--- src/rtl/core/dtp_pkg.sv ---
// ----------------------------------------------------------------------------
// Date-time text parser package
// Parse phases, character codes, field widths and the fraction weight table.
// ----------------------------------------------------------------------------
`default_nettype none

package dtp_pkg;

    typedef enum logic [3:0] {
        PH_YEAR   = 4'd0,
        PH_MONTH  = 4'd1,
        PH_DAY    = 4'd2,
        PH_HOUR   = 4'd3,
        PH_MINUTE = 4'd4,
        PH_SEC    = 4'd5,
        PH_AFTER  = 4'd6,
        PH_FRAC   = 4'd7,
        PH_TZSEEK = 4'd8,
        PH_TZHOUR = 4'd9,
        PH_TZGAP  = 4'd10,
        PH_TZMIN  = 4'd11,
        PH_IDLE   = 4'd12
    } phase_t;

    typedef enum logic [1:0] {
        TZ_NONE  = 2'd0,
        TZ_PLUS  = 2'd1,
        TZ_MINUS = 2'd2
    } tz_sign_t;

    localparam logic [7:0] CH_NUL   = 8'h00;
    localparam logic [7:0] CH_ZERO  = 8'h30;
    localparam logic [7:0] CH_NINE  = 8'h39;
    localparam logic [7:0] CH_DASH  = 8'h2D;
    localparam logic [7:0] CH_PLUS  = 8'h2B;
    localparam logic [7:0] CH_SPACE = 8'h20;
    localparam logic [7:0] CH_COLON = 8'h3A;
    localparam logic [7:0] CH_DOT   = 8'h2E;

    localparam int FIELD_W  = 14;
    localparam int SMALL_W  = 7;
    localparam int NS_W     = 30;
    localparam int TZ_W     = 20;
    localparam int TDATA_W  = 104;

    function automatic logic [NS_W-1:0] ns_weight(input logic [3:0] idx);
        logic [NS_W-1:0] w;
        unique case (idx)
            4'd0:    w = 30'd100000000;
            4'd1:    w = 30'd10000000;
            4'd2:    w = 30'd1000000;
            4'd3:    w = 30'd100000;
            4'd4:    w = 30'd10000;
            4'd5:    w = 30'd1000;
            4'd6:    w = 30'd100;
            4'd7:    w = 30'd10;
            4'd8:    w = 30'd1;
            default: w = 30'd0;
        endcase
        return w;
    endfunction

endpackage

`default_nettype wire

--- src/rtl/core/datetime_text_parser.sv ---
// ----------------------------------------------------------------------------
// Date-time text parser
// Parses YYYY-MM-DD HH:MM:SS[.fraction][ ... +HH:MM] one character per item
// and gives the decoded fields when the last character arrives.
// ----------------------------------------------------------------------------
//
// Channel   Direction  Item
// s_axis    in         one character, tlast on the final character
// m_axis    out        decoded date-time, tuser is the valid flag
//
// Every cycle one character can be taken while s_axis_tready is high; the
// parse state updates in the same cycle, and the last character loads a free
// entry of a two-entry output (result register plus skid register); characters
// keep flowing while a result waits; s_axis_tready falls only when both hold.
// Reset returns the parser to the start of the year field with no result.
`default_nettype none

module datetime_text_parser #(
    parameter int FRACTION_DIGITS = 9
) (
    input  wire logic         clk,
    input  wire logic         rst_n,
    input  wire logic         s_axis_tvalid,
    output logic              s_axis_tready,
    // [7:0] char_code
    input  wire logic [7:0]   s_axis_tdata,
    input  wire logic         s_axis_tlast,
    output logic              m_axis_tvalid,
    input  wire logic         m_axis_tready,
    // [13:0] year, [20:14] month, [27:21] day, [34:28] hour, [41:35] minute,
    // [48:42] second, [78:49] nanoseconds, [98:79] tz_offset_seconds, rest zero
    output logic [103:0]      m_axis_tdata,
    // [0] valid_res
    output logic              m_axis_tuser
);

    localparam int FRAC_LIMIT = (FRACTION_DIGITS < 9) ? FRACTION_DIGITS : 9;

    dtp_pkg::phase_t          phase_reg, phase_next;
    logic [3:0]               count_reg, count_next;
    logic [13:0]              acc_reg, acc_next;
    logic [13:0]              fields_reg [6];
    logic [13:0]              fields_next [6];
    logic [29:0]              frac_reg, frac_next;
    dtp_pkg::tz_sign_t        sign_reg, sign_next;
    logic [6:0]               tzh_reg, tzh_next;
    logic [6:0]               tzm_reg, tzm_next;

    logic                     out_valid_reg, skid_valid_reg;
    logic [103:0]             out_data_reg, skid_data_reg;
    logic                     out_user_reg, skid_user_reg;

    logic                     s_fire, res_fire, out_free;
    logic                     is_digit, go_on;
    logic [3:0]               digit;
    logic [3:0]               lim;
    logic [7:0]               sep;
    logic [29:0]              frac_term;
    logic [18:0]              tz_mag;
    logic [19:0]              tz_off;
    logic [103:0]             res_data;
    logic                     res_user;

    assign s_axis_tready = !skid_valid_reg;
    assign s_fire        = s_axis_tvalid && s_axis_tready;
    assign res_fire      = s_fire && s_axis_tlast;
    assign out_free      = !out_valid_reg || m_axis_tready;

    assign is_digit  = (s_axis_tdata >= dtp_pkg::CH_ZERO) && (s_axis_tdata <= dtp_pkg::CH_NINE);
    assign digit     = is_digit ? 4'(s_axis_tdata - dtp_pkg::CH_ZERO) : 4'd0;
    assign frac_term = 30'(digit) * dtp_pkg::ns_weight(count_reg);

    always_comb
    begin
        phase_next = phase_reg;
        count_next = count_reg;
        acc_next   = acc_reg;
        frac_next  = frac_reg;
        sign_next  = sign_reg;
        tzh_next   = tzh_reg;
        tzm_next   = tzm_reg;
        for (int i = 0; i < 6; i++)
        begin
            fields_next[i] = fields_reg[i];
        end
        go_on = 1'b1;
        lim   = (phase_reg == dtp_pkg::PH_YEAR) ? 4'd4 : 4'd2;
        if (phase_reg == dtp_pkg::PH_YEAR || phase_reg == dtp_pkg::PH_MONTH)
        begin
            sep = dtp_pkg::CH_DASH;
        end
        else if (phase_reg == dtp_pkg::PH_DAY)
        begin
            sep = dtp_pkg::CH_SPACE;
        end
        else
        begin
            sep = dtp_pkg::CH_COLON;
        end

        if (s_axis_tdata == dtp_pkg::CH_NUL)
        begin
            phase_next = dtp_pkg::PH_IDLE;
            go_on      = 1'b0;
        end
        else if (phase_reg <= dtp_pkg::PH_SEC)
        begin
            if (is_digit && count_reg < lim)
            begin
                acc_next   = 14'({acc_reg, 3'b000} + {acc_reg, 1'b0} + 17'(digit));
                count_next = count_reg + 4'd1;
                fields_next[phase_reg[2:0]] = acc_next;
                if (phase_reg == dtp_pkg::PH_SEC && count_next == 4'd2)
                begin
                    phase_next = dtp_pkg::PH_AFTER;
                end
                go_on = 1'b0;
            end
            else if (count_reg == 4'd0)
            begin
                phase_next = dtp_pkg::PH_IDLE;
                go_on      = 1'b0;
            end
            else if (phase_reg == dtp_pkg::PH_SEC)
            begin
                phase_next = dtp_pkg::PH_AFTER;
            end
            else
            begin
                if (s_axis_tdata == sep)
                begin
                    phase_next = dtp_pkg::phase_t'(phase_reg + 4'd1);
                    count_next = 4'd0;
                    acc_next   = 14'd0;
                end
                else
                begin
                    phase_next = dtp_pkg::PH_IDLE;
                end
                go_on = 1'b0;
            end
        end

        if (go_on && phase_next == dtp_pkg::PH_AFTER)
        begin
            if (s_axis_tdata == dtp_pkg::CH_DOT)
            begin
                phase_next = dtp_pkg::PH_FRAC;
                count_next = 4'd0;
                frac_next  = 30'd0;
                go_on      = 1'b0;
            end
            else
            begin
                phase_next = dtp_pkg::PH_TZSEEK;
            end
        end

        if (go_on && phase_next == dtp_pkg::PH_FRAC)
        begin
            if (is_digit)
            begin
                if (count_reg < 4'(FRAC_LIMIT))
                begin
                    frac_next  = frac_reg + frac_term;
                    count_next = count_reg + 4'd1;
                end
                go_on = 1'b0;
            end
            else
            begin
                phase_next = dtp_pkg::PH_TZSEEK;
            end
        end

        if (go_on)
        begin
            unique case (phase_next)
                dtp_pkg::PH_TZSEEK:
                begin
                    if (s_axis_tdata == dtp_pkg::CH_PLUS || s_axis_tdata == dtp_pkg::CH_DASH)
                    begin
                        sign_next  = (s_axis_tdata == dtp_pkg::CH_PLUS) ?
                                     dtp_pkg::TZ_PLUS : dtp_pkg::TZ_MINUS;
                        phase_next = dtp_pkg::PH_TZHOUR;
                        count_next = 4'd0;
                    end
                end
                dtp_pkg::PH_TZHOUR:
                begin
                    if (is_digit)
                    begin
                        if (count_reg == 4'd0)
                        begin
                            tzh_next   = 7'(digit);
                            count_next = 4'd1;
                        end
                        else
                        begin
                            tzh_next   = 7'({tzh_reg, 3'b000} + {tzh_reg, 1'b0} + 10'(digit));
                            phase_next = dtp_pkg::PH_TZGAP;
                        end
                    end
                    else
                    begin
                        phase_next = (count_reg == 4'd0) ? dtp_pkg::PH_IDLE : dtp_pkg::PH_TZGAP;
                    end
                end
                dtp_pkg::PH_TZGAP:
                begin
                    if (is_digit)
                    begin
                        tzm_next   = 7'(digit);
                        phase_next = dtp_pkg::PH_TZMIN;
                    end
                end
                dtp_pkg::PH_TZMIN:
                begin
                    if (is_digit)
                    begin
                        tzm_next = 7'({tzm_reg, 3'b000} + {tzm_reg, 1'b0} + 10'(digit));
                    end
                    phase_next = dtp_pkg::PH_IDLE;
                end
                default:
                begin
                end
            endcase
        end
    end

    // Offset magnitude uses constant multiplies of seven-bit values.
    assign tz_mag = 19'(19'(tzh_next) * 19'd3600) + 19'(19'(tzm_next) * 19'd60);

    always_comb
    begin
        unique case (sign_next)
            dtp_pkg::TZ_PLUS:  tz_off = {1'b0, tz_mag};
            dtp_pkg::TZ_MINUS: tz_off = 20'(-{1'b0, tz_mag});
            default:           tz_off = 20'd0;
        endcase
        res_user = (fields_next[2] != 14'd0);
        if (res_user)
        begin
            res_data = {5'd0, tz_off, frac_next,
                        fields_next[5][6:0], fields_next[4][6:0], fields_next[3][6:0],
                        fields_next[2][6:0], fields_next[1][6:0], fields_next[0]};
        end
        else
        begin
            res_data = '0;
        end
    end

    always_ff @(posedge clk or negedge rst_n)
    begin
        if (!rst_n)
        begin
            phase_reg <= dtp_pkg::PH_YEAR;
            count_reg <= 4'd0;
            acc_reg   <= 14'd0;
            frac_reg  <= 30'd0;
            sign_reg  <= dtp_pkg::TZ_NONE;
            tzh_reg   <= 7'd0;
            tzm_reg   <= 7'd0;
            for (int i = 0; i < 6; i++)
            begin
                fields_reg[i] <= 14'd0;
            end
        end
        else if (s_fire)
        begin
            if (s_axis_tlast)
            begin
                phase_reg <= dtp_pkg::PH_YEAR;
                count_reg <= 4'd0;
                acc_reg   <= 14'd0;
                frac_reg  <= 30'd0;
                sign_reg  <= dtp_pkg::TZ_NONE;
                tzh_reg   <= 7'd0;
                tzm_reg   <= 7'd0;
                for (int i = 0; i < 6; i++)
                begin
                    fields_reg[i] <= 14'd0;
                end
            end
            else
            begin
                phase_reg <= phase_next;
                count_reg <= count_next;
                acc_reg   <= acc_next;
                frac_reg  <= frac_next;
                sign_reg  <= sign_next;
                tzh_reg   <= tzh_next;
                tzm_reg   <= tzm_next;
                for (int i = 0; i < 6; i++)
                begin
                    fields_reg[i] <= fields_next[i];
                end
            end
        end
    end

    always_ff @(posedge clk or negedge rst_n)
    begin
        if (!rst_n)
        begin
            out_valid_reg  <= 1'b0;
            skid_valid_reg <= 1'b0;
        end
        else if (out_free)
        begin
            if (skid_valid_reg)
            begin
                out_valid_reg  <= 1'b1;
                skid_valid_reg <= 1'b0;
            end
            else
            begin
                out_valid_reg <= res_fire;
            end
        end
        else if (res_fire)
        begin
            skid_valid_reg <= 1'b1;
        end
    end

    always_ff @(posedge clk)
    begin
        if (out_free)
        begin
            if (skid_valid_reg)
            begin
                out_data_reg <= skid_data_reg;
                out_user_reg <= skid_user_reg;
            end
            else if (res_fire)
            begin
                out_data_reg <= res_data;
                out_user_reg <= res_user;
            end
        end
        else if (res_fire)
        begin
            skid_data_reg <= res_data;
            skid_user_reg <= res_user;
        end
    end

    assign m_axis_tvalid = out_valid_reg;
    assign m_axis_tdata  = out_data_reg;
    assign m_axis_tuser  = out_user_reg;

endmodule

`default_nettype wire
--- config.mk ---
export PLATFORM = sky130hd
export DESIGN_NAME = datetime_text_parser
export DESIGN_NICKNAME = d
export VERILOG_FILES = /design/src/rtl/core/dtp_pkg.sv /design/src/rtl/core/datetime_text_parser.sv
export SDC_FILE = /design/constraint.sdc
export NUM_CORES = 1
export LEC_CHECK = 0
export ABC_AREA = 1
export BUFFER_PORTS_ARGS = -buffer_cell sky130_fd_sc_hd__buf_2
export CAP_MARGIN = 20
export CORE_MARGIN = 2
export CORE_UTILIZATION = 58
export DETAILED_ROUTE_END_ITERATION = 12
export GPL_TIMING_DRIVEN = 0
export PLACE_DENSITY_LB_ADDON = 0.15
export SYNTH_ARGS = -nofsm -noshare
export SYNTH_HDL_FRONTEND = slang
export SYNTH_SLANG_ARGS = --single-unit
--- constraint.sdc ---
create_clock -name clk -period 20.9 [get_ports clk]
set_clock_uncertainty 0.1 [all_clocks]
set_input_delay 4.18 -clock clk [delete_from_list [all_inputs] [get_ports clk]]
set_output_delay 4.18 -clock clk [all_outputs]
set_load 0.01 [all_outputs]
==> results.txt, run 1 <==
- The flow ran to the end, and the final reports show no timing, DRC or antenna violations.
- Top cells by area in the synthesized netlist: edfxtp_1 (27%), dfrtp_1 (14%), nand2_1 (10%)
* Post-synthesis to final-layout area growth: 11.9%
- For this run, the post-layout net count is slightly below 3k.
- First-pass DRT Iterations: 6
- Maximum frequency from static timing analysis: ~80 MHz
- H-tree levels: 2
- Counting along the longest clock path gives a buffer depth of 3.
* Clock-pin slew reported for the worst setup and hold paths after clock tree synthesis: ~0.060 ns
* Type of the most critical hold path: flip-flop to flip-flop
- The worst register-to-register path begins at phase_reg[0].
* Clock tree from TritonCTS: built
* Pin slew with the least headroom to its limit: around 1.0 ns
- On the critical path the largest part of the delay comes from adder cells.
- In the routed design, unresolved DRC markers number 0.
- Port buffering added 112 buffers.
- Slowest stage delay, CP: 0.76 ns
- Leak Pwr: between 0.01 and 0.015 µW
- DIE AREA: 0.0388 mm²
- Crit-path slowest cell: clkbuf_1
* Core area: 0.0366 mm²
- Maximum vdd drop: between 50 and 60 µV
* Setup slack of the most critical reg-to-reg path: around 12 ns
- Post-CTS sizing: 0
- Summing the areas of all compound-gate instances in the mapped netlist gives between 10% and 20% of the synthesized area.
- Fill cells in the final layout number 3,032.
* Endpoints failing hold: 0
- 1st-iter DRT viols: about 1.5k
- Quantity of hold-fixing buffers added after cts: 0
- The worst setup path is of the input pin to flip-flop kind.
- Of the cells placed in the final design, the portion with a size suffix greater than 1 is under 10%.
- Summed over all failing endpoints, the final setup total negative slack is 0 ns.
- For this configuration, the core starts out at a cell density of about 59%.
- Counting distinct cell types in the post-synthesis netlist gives 57.
- Final worst path period share: 61.4%
- Setup violations remaining at the end of the flow were counted as 0.
- Headroom to the max-slew limit came out at a little under a third.
- Reported max-cap violation count: 0
- Post-CTS setup buffers: 0
- Together, buffers and inverters on the worst path number 7.
* Share of the yosys chip area belonging to registers: approximately two fifths
* Fraction of synthesis flops using an asynchronous set or reset pin: roughly two fifths
- A synthesized cell averages between 8 and 9 µm².
* Number of antenna violations at the first check in global routing: 0
- Row generation in the floorplan step produced 70 rows.
* Cell taking the most area after synthesis: edfxtp_1
* Instance count of the mapped netlist: between 2k and 2.5k
- Routability congestion estimate from global placement: ~0.98
* Biggest fanout along the worst timing path: 12
- Setup repair after global routing left no endpoint under its margin.
* Maximum number of pins on one net before global-route repair: 67
- The max-slew violation total from the final report is 0.
- TritonCTS created 35 clock buffers.
- Sort of element at the end of the critical path: flip-flop
- Count of flip-flops with a built-in enable after synthesis: approximately 200
- Detailed routing inserted a total of 17.7k vias.
- After detailed routing, the average wire length per cell comes to 18.3 µm.
- Clock network latency to the later pin of the worst-skew pair: about 0.55 ns
- Min cycle time layout: 12.83 ns
* Overflow left after global routing: 0
* Number of synthesized register bits: about 320
- For the worst setup path, the data required time is roughly 21 ns.
- Via density per instance: ~5.6
* Total standard cell area after synthesis: 0.0216 mm²
- In this run the biggest area consumer among cell types represents between 20% and 30% of the synthesized area.
- Count of antenna diodes in the layout: 0
- The tightest hold path in the finished design has a slack of about 0.38 ns.
- In the synthesized netlist, mux cells make up 0.0464% of the area.
- Summing the areas of all fa, ha and maj instances in the mapped netlist gives roughly 18% of the synthesized area.
- Buffer cell driving the clock tree root: clkbuf_16
* Source of the critical timing path: s_axis_tdata[6]
- The worst setup path is launched from an input pin.
- ANT nets after route: 0
- Start point of the worst hold path: fields_reg[48]
* Cell mode on critical path: nand2_1
- Data arrival at the endpoint of the critical path: 12.98 ns
- Sum of net half-perimeters after detailed placement: 43,600 µm
- Die boundary width: around 200 µm
- Total number of yosys warnings: 0
* DIE HEIGHT: ~200 µm
- Dominant combinational cell family by area after synthesis: simple AND/OR/NAND/NOR gates
* Count of clock tree sinks: roughly 320
- Post-Synth XOR/XNOR Area: 2.92%
- In this run the count of I/O pins placed on the die edge is 120.
* Leading register cell type out of synthesis: edfxtp_1
- Area fraction in and, or, nand and nor cells after synthesis: a little under a fifth
* Via count of the first global-routing pass: roughly 17k
* Tot GR Track Use: between 30% and 40%
- The first global-routing pass estimated between 90,000 and 100,000 µm of wire.
* Power per cell area: 75.8 mW/mm²
- Summed over all layers, the routed wires come to between 50,000 and 60,000 µm.
==> cells in the final DEF (no fill, tap or decap), types with 6 or more instances in the layout <==
cell type	n
nand2_1	597
inv_1	322
o21ai_0	237
nor2_1	233
edfxtp_1	196
ha_1	153
buf_2	131
dfrtp_1	125
a21oi_1	105
fa_1	93
clkbuf_1	64
nand3_1	50
o22ai_1	46
xor2_1	40
clkbuf_16	36
xnor2_1	32
nor3_1	20
nand4_1	16
inv_2	12
a22oi_1	10
nor2_2	9
o21ai_1	9
buf_4	9
o21bai_1	8
conb_1	7
o21ai_2	6
nand2_2	6
nor2_4	6
a211oi_1	6
buf_1	6
bufinv_16	6
==> worst min-delay path: cells and delay by family, from the launching register on <==
kind / cells / cell delay (ns)
flip-flops: 1 / 0.34
AO/OA/AOI/OAI: 1 / 0.06
AND/OR/NAND/NOR: 1 / 0.05
==> metal layers <==
metal	part of all wire, %	vias to the layer above	routed length (µm)	GRT usage (%)
li1	-	8449	-	-
met1	42	8394	24000	40.5
met2	46	684	26300	48.1
met3	8.8	133	5070	6.78
met4	3.7	0	2120	11.8
met5	0	-	0	0
==> per-stage QoR <==
stage / power [µW] / setup WS, ns / util (%) / std cells / area [µm²]
finish: 1830 / 8.07 / 66.0 / 3143 / 24100
global route: 1920 / 7.27 / 66.0 / 3143 / 24100
CTS: 1830 / 8.06 / 65.9 / 3142 / 24100
detailed placement: 1170 / 7.57 / 62.6 / 3078 / 22900
global placement: 1160 / 7.65 / 62.1 / 3071 / 22700
floorplan: 1050 / 9.45 / - / 2491 / 21600
==> power by group <==
| part | internal [µW] | switching [µW] | leakage (µW) |
|---|---|---|---|
| clock | 404 | 264 | 0.000595 |
| combinational | 143 | 311 | 0.00711 |
| sequential | 698 | 11.7 | 0.00357 |
==> Yosys cell counts, types with 8 or more instances <==
cell / n
a21oi_1: 105
a22oi_1: 10
buf_2: 20
buf_4: 9
clkbuf_1: 55
dfrtp_1: 125
edfxtp_1: 196
fa_1: 93
ha_1: 153
inv_1: 322
inv_2: 12
nand2_1: 597
nand3_1: 50
nand4_1: 16
nor2_1: 235
nor2_2: 9
nor3_1: 20
o21ai_0: 237
o21ai_1: 9
o21bai_1: 8
o22ai_1: 46
xnor2_1: 32
xor2_1: 40
==> final cells by class <==
class                      count  area, µm²  share of cell area [%]
tap                          468        586                    2.42
inverter                     335       1260                    5.21
clock inverter                16        253                    1.05
clock buffer                  48        976                    4.04
sequential                   321       9010                    37.3
buffer                        93        430                    1.78
multi-input combinational   1742      10900                    45.2
timing repair buffer         120        718                    2.97
==> worst paths after layout <==
kind | cells after the start | endpoint
setup reg to reg | 45 | m_axis_tdata[97]
max in group asynchronous | 2 | m_axis_tvalid
setup / recovery | 39 | m_axis_tdata[97]
hold reg to reg | 2 | fields_reg[48]
hold / removal | 2 | fields_reg[48]
min in group asynchronous | 1 | frac_reg[8]
==> logic make-up (layout without fill, tap and decap cells) <==
family | Yosys count | count (layout)
compound gates | 458 | 458
xor+xnor | 72 | 72
fa+ha+maj | 246 | 246
buf+inv | 428 | 612
flops | 321 | 321
mux | 1 | 1
other cells | 1 | 7
simple gates | 958 | 958
Note: power is estimated with default switching activity, not from simulation.
==> run 2, diff against run 1 <==
--- a/config.mk
+++ b/config.mk
@@ -9,7 +9,7 @@
 export BUFFER_PORTS_ARGS = -buffer_cell sky130_fd_sc_hd__buf_2
 export CAP_MARGIN = 20
 export CORE_MARGIN = 2
-export CORE_UTILIZATION = 58
+export CORE_UTILIZATION = 57
 export DETAILED_ROUTE_END_ITERATION = 12
 export GPL_TIMING_DRIVEN = 0
 export PLACE_DENSITY_LB_ADDON = 0.15
==> constraint.sdc (replaced) <==
create_clock -name clk -period 11.5 [get_ports clk]
set_clock_uncertainty 0.1 [all_clocks]
set_input_delay 2.3 -clock clk [delete_from_list [all_inputs] [get_ports clk]]
set_output_delay 2.3 -clock clk [all_outputs]
set_load 0.01 [all_outputs]
==> results.txt, run 2 (synthesis gave the netlist of run 1 again) <==
* Highest-count cells in the layout ignoring fill and taps: nand2_1 (597), inv_1 (322), o21ai_0 (237), nor2_1 (233), edfxtp_1 (196)
- Std cell rows: 71 (+1.4%)
- The setup total negative slack was 0 ns (unchanged).
- DIE HEIGHT: 199 µm (+0.86%)
- Via density per instance: 5.51 (-2.0%)
- The first-pass GRT wire length was 91,600 µm (+0.78%).
- The power density of the placed cells came to 136 mW/mm² (+79%).
- The count of final hold-check violations was 0 (unchanged).
- In this run the worst hold path is classified as flip-flop to flip-flop.
* Fin nets: 2,908 (+0.034%)
- The number of routed nets with antenna violations was 0 (unchanged).
* Number of cells in the design after placement: 3,121 (+1.4%)
* Max transition margin: 23.6% (-7.9 points)
- Final count of negative-setup-slack endpoints: 0 (unchanged)
* Min cycle time layout: between 10 and 15 ns
- Count of antenna diodes in the layout: 0 (unchanged)
- The worst endpoint required time came to 11.69 ns (-9.36 ns).
* Buffer cell driving the clock tree root: clkbuf_16
* H-tree levels: 2 (unchanged)
- The number of setup buffers added after CTS was 0 (unchanged).
- Count of clock tree sinks: 321 (unchanged)
- Pin slew with the least headroom to its limit: 1.14 ns (+0.118 ns)
- Maximum number of pins on one net before global-route repair: 86 (+28%)
- Crit-path slowest cell: clkbuf_1
- The maximum VDD drop came to 90.3 µV (+78%).
- The highest net fanout along the worst path came to 12 (unchanged).
- The share of final-layout standard cells stronger than drive strength 1 was 9.87% (+0.11 points).
- Switching power summed over all nets: 1070 µW (+82%)
- The worst path uses between 90% and 100% of the clock period.
- The max-cap check violation count is 0 (unchanged).
- RSZ-0062 raised after global routing: no
- Clock network fraction of design power: 35.6% (-0.9 points)
- Initial core utilization: 57.6% (-1.4 points)
- Leaving out fill and tap cells, the most frequent cell in the layout is nand2_1.
- The number of buffers inserted during clock tree synthesis is 36 (+2.9%).
- The critical path is of the input pin to flip-flop type.
* Data arrival at the endpoint of the critical path: 10.78 ns (-2.20 ns)
- The source-to-sink clock delay at the later pin of the worst-skew pair came to 0.55 ns (about the same).
- Sort of element at the end of the critical path: flip-flop
- Sum of net half-perimeters after detailed placement: 44,300 µm (+1.5%)
- The residual overflow from global routing was 0 (unchanged).
* Pint: 2220 µW (+78%)
- Total wirelength of the detailed-routed design: 57,300 µm (-0.32%)
- Clock tree buffer depth: 3 (unchanged)
- The number of detailed-route iterations in the first pass is 5 (-1).
* Max Slew Vio Count: 0 (unchanged)
- Setup slack of the most critical reg-to-reg path: 2.20 ns (-9.50 ns)
* Sequential group share of total power: 39.4% (+0.7 points)
- The number of I/O pins came to 120 (unchanged).
* DIE AREA: 0.0394 mm² (+1.7%)
- The area overhead of the layout relative to synthesis was 11.9% (about the same).
- The starting DRC count in detailed routing is 1,309 (-11%).
- The number of global-route vias before repair came to 17.1k (-1.1%).
* Routability congestion estimate from global placement: 0.915 (-7.0%)
- Die boundary width: 199 µm (+0.86%)
- Detailed-route DRC error count: 0 (unchanged)
- The wire length per cell is 18.0 µm (-1.7%).
- Net switching fraction of the power: 32.5% (+0.44 points)
* Slowest stage delay, CP: 0.68 ns (-0.08 ns)
* Leak Pwr: 0.0113 µW (-0.11%)
- The total vias in the final route is 17.6k (-0.58%).
* Cell mode on critical path: nand2_1
- The floorplan core area was 0.0375 mm² (+2.4%).
- The count of buffers from port buffering was 112 (unchanged).
- The flow ran to the end, and the final reports show no timing, DRC or antenna violations.
* Clock tree from TritonCTS: built
- The initial antenna violation count was 0 (unchanged).
- Timing would allow up to about 94 MHz.
- The worst setup path is launched from an input pin.
* Combinational cell fraction of total power: 25.0% (+0.2 points)
- The clock transition at the registers of the reported paths is 0.06 ns (about the same).
- The number of standard cells in the layout, taps in and fillers out is 3,187 (+1.4%).
- Tot GR Track Use: 30.2% (about the same)
-- run 2: changes by cell type in the layout (fill, tap and decap cells not counted), moves of 2 or more --
cell,before,now
bufinv_16,6,4
clkbuf_1,64,62
clkinv_2,3,8
clkinv_4,2,0
-- run 2: worst paths after layout --
check,to,cells after the start,from
max in group asynchronous,fields_reg[48],2,rst_n
worst min register to register,fields_reg[76],2,fields_reg[76]
worst min-delay path,fields_reg[76],2,fields_reg[76]
worst max register to register,m_axis_tdata[96],45,phase_reg[0]
worst max-delay path,m_axis_tdata[96],40,s_axis_tdata[6]
min in group asynchronous,frac_reg[16],1,rst_n
-- run 2: power by group through the flow --
stage          Sequential (µW)  Combinational, µW  Clock [µW]
2_1_floorplan             1320                585           0
3_3_place_gp              1320                785           0
3_5_place_dp              1320                806           0
4_1_cts                   1290                813        1180
5_1_grt                   1300                930        1230
6_report                  1290                821        1170
-- run 2: cell type report --
class	instances	area, µm²
plain buffers	93	433
clock buffers	48	976
clock inverters	17	196
fillers	3266	13300
inverters	335	1260
multi-input cells	1742	10900
flip-flops and latches	321	9010
well taps	511	639
repair buffers	120	707
-- run 2: stage by stage --
| stage | cell area (µm²) | utilization, % | total power (µW) | hold slack (ns) | setup slack [ns] |
|---|---|---|---|---|---|
| after global placement | 22800 | 60.8 | 2110 | 0.362 | 0.270 |
| after CTS | 24100 | 64.4 | 3290 | 0.383 | 0.703 |
| after detailed placement | 23000 | 61.2 | 2120 | 0.369 | 0.208 |
| final | 24100 | 64.4 | 3280 | 0.385 | 0.908 |
| after global routing | 24100 | 64.4 | 3450 | 0.405 | 0.0667 |
| after floorplan | 21600 | - | 1910 | 0.348 | 1.93 |
-- run 2: what timing repair did --
action,CTS,global route
endpoints found under the setup margin,0,6
resized for setup,0,6
hold buffers,0,0
endpoints found under the hold margin,0,0
-- run 2: critical path, delay by kind of cell --
family	cells	cell delay, ns
xor gates and xnor gates	3	0.69
and+or+nand+nor	15	2.21
buffers and inverters	8	1.54
adders and majority gates	7	2.57
AOI/OAI and AO/OA	7	1.48
-- run 2: routing by layer --
| layer | track usage (%) | vias up | routed length (µm) |
|---|---|---|---|
| li1 | - | 8461 | - |
| met1 | 42.2 | 8431 | 25200 |
| met2 | 46.2 | 552 | 25500 |
| met3 | 7.34 | 114 | 4640 |
| met4 | 10.5 | 0 | 1980 |
| met5 | 0 | - | 0 |
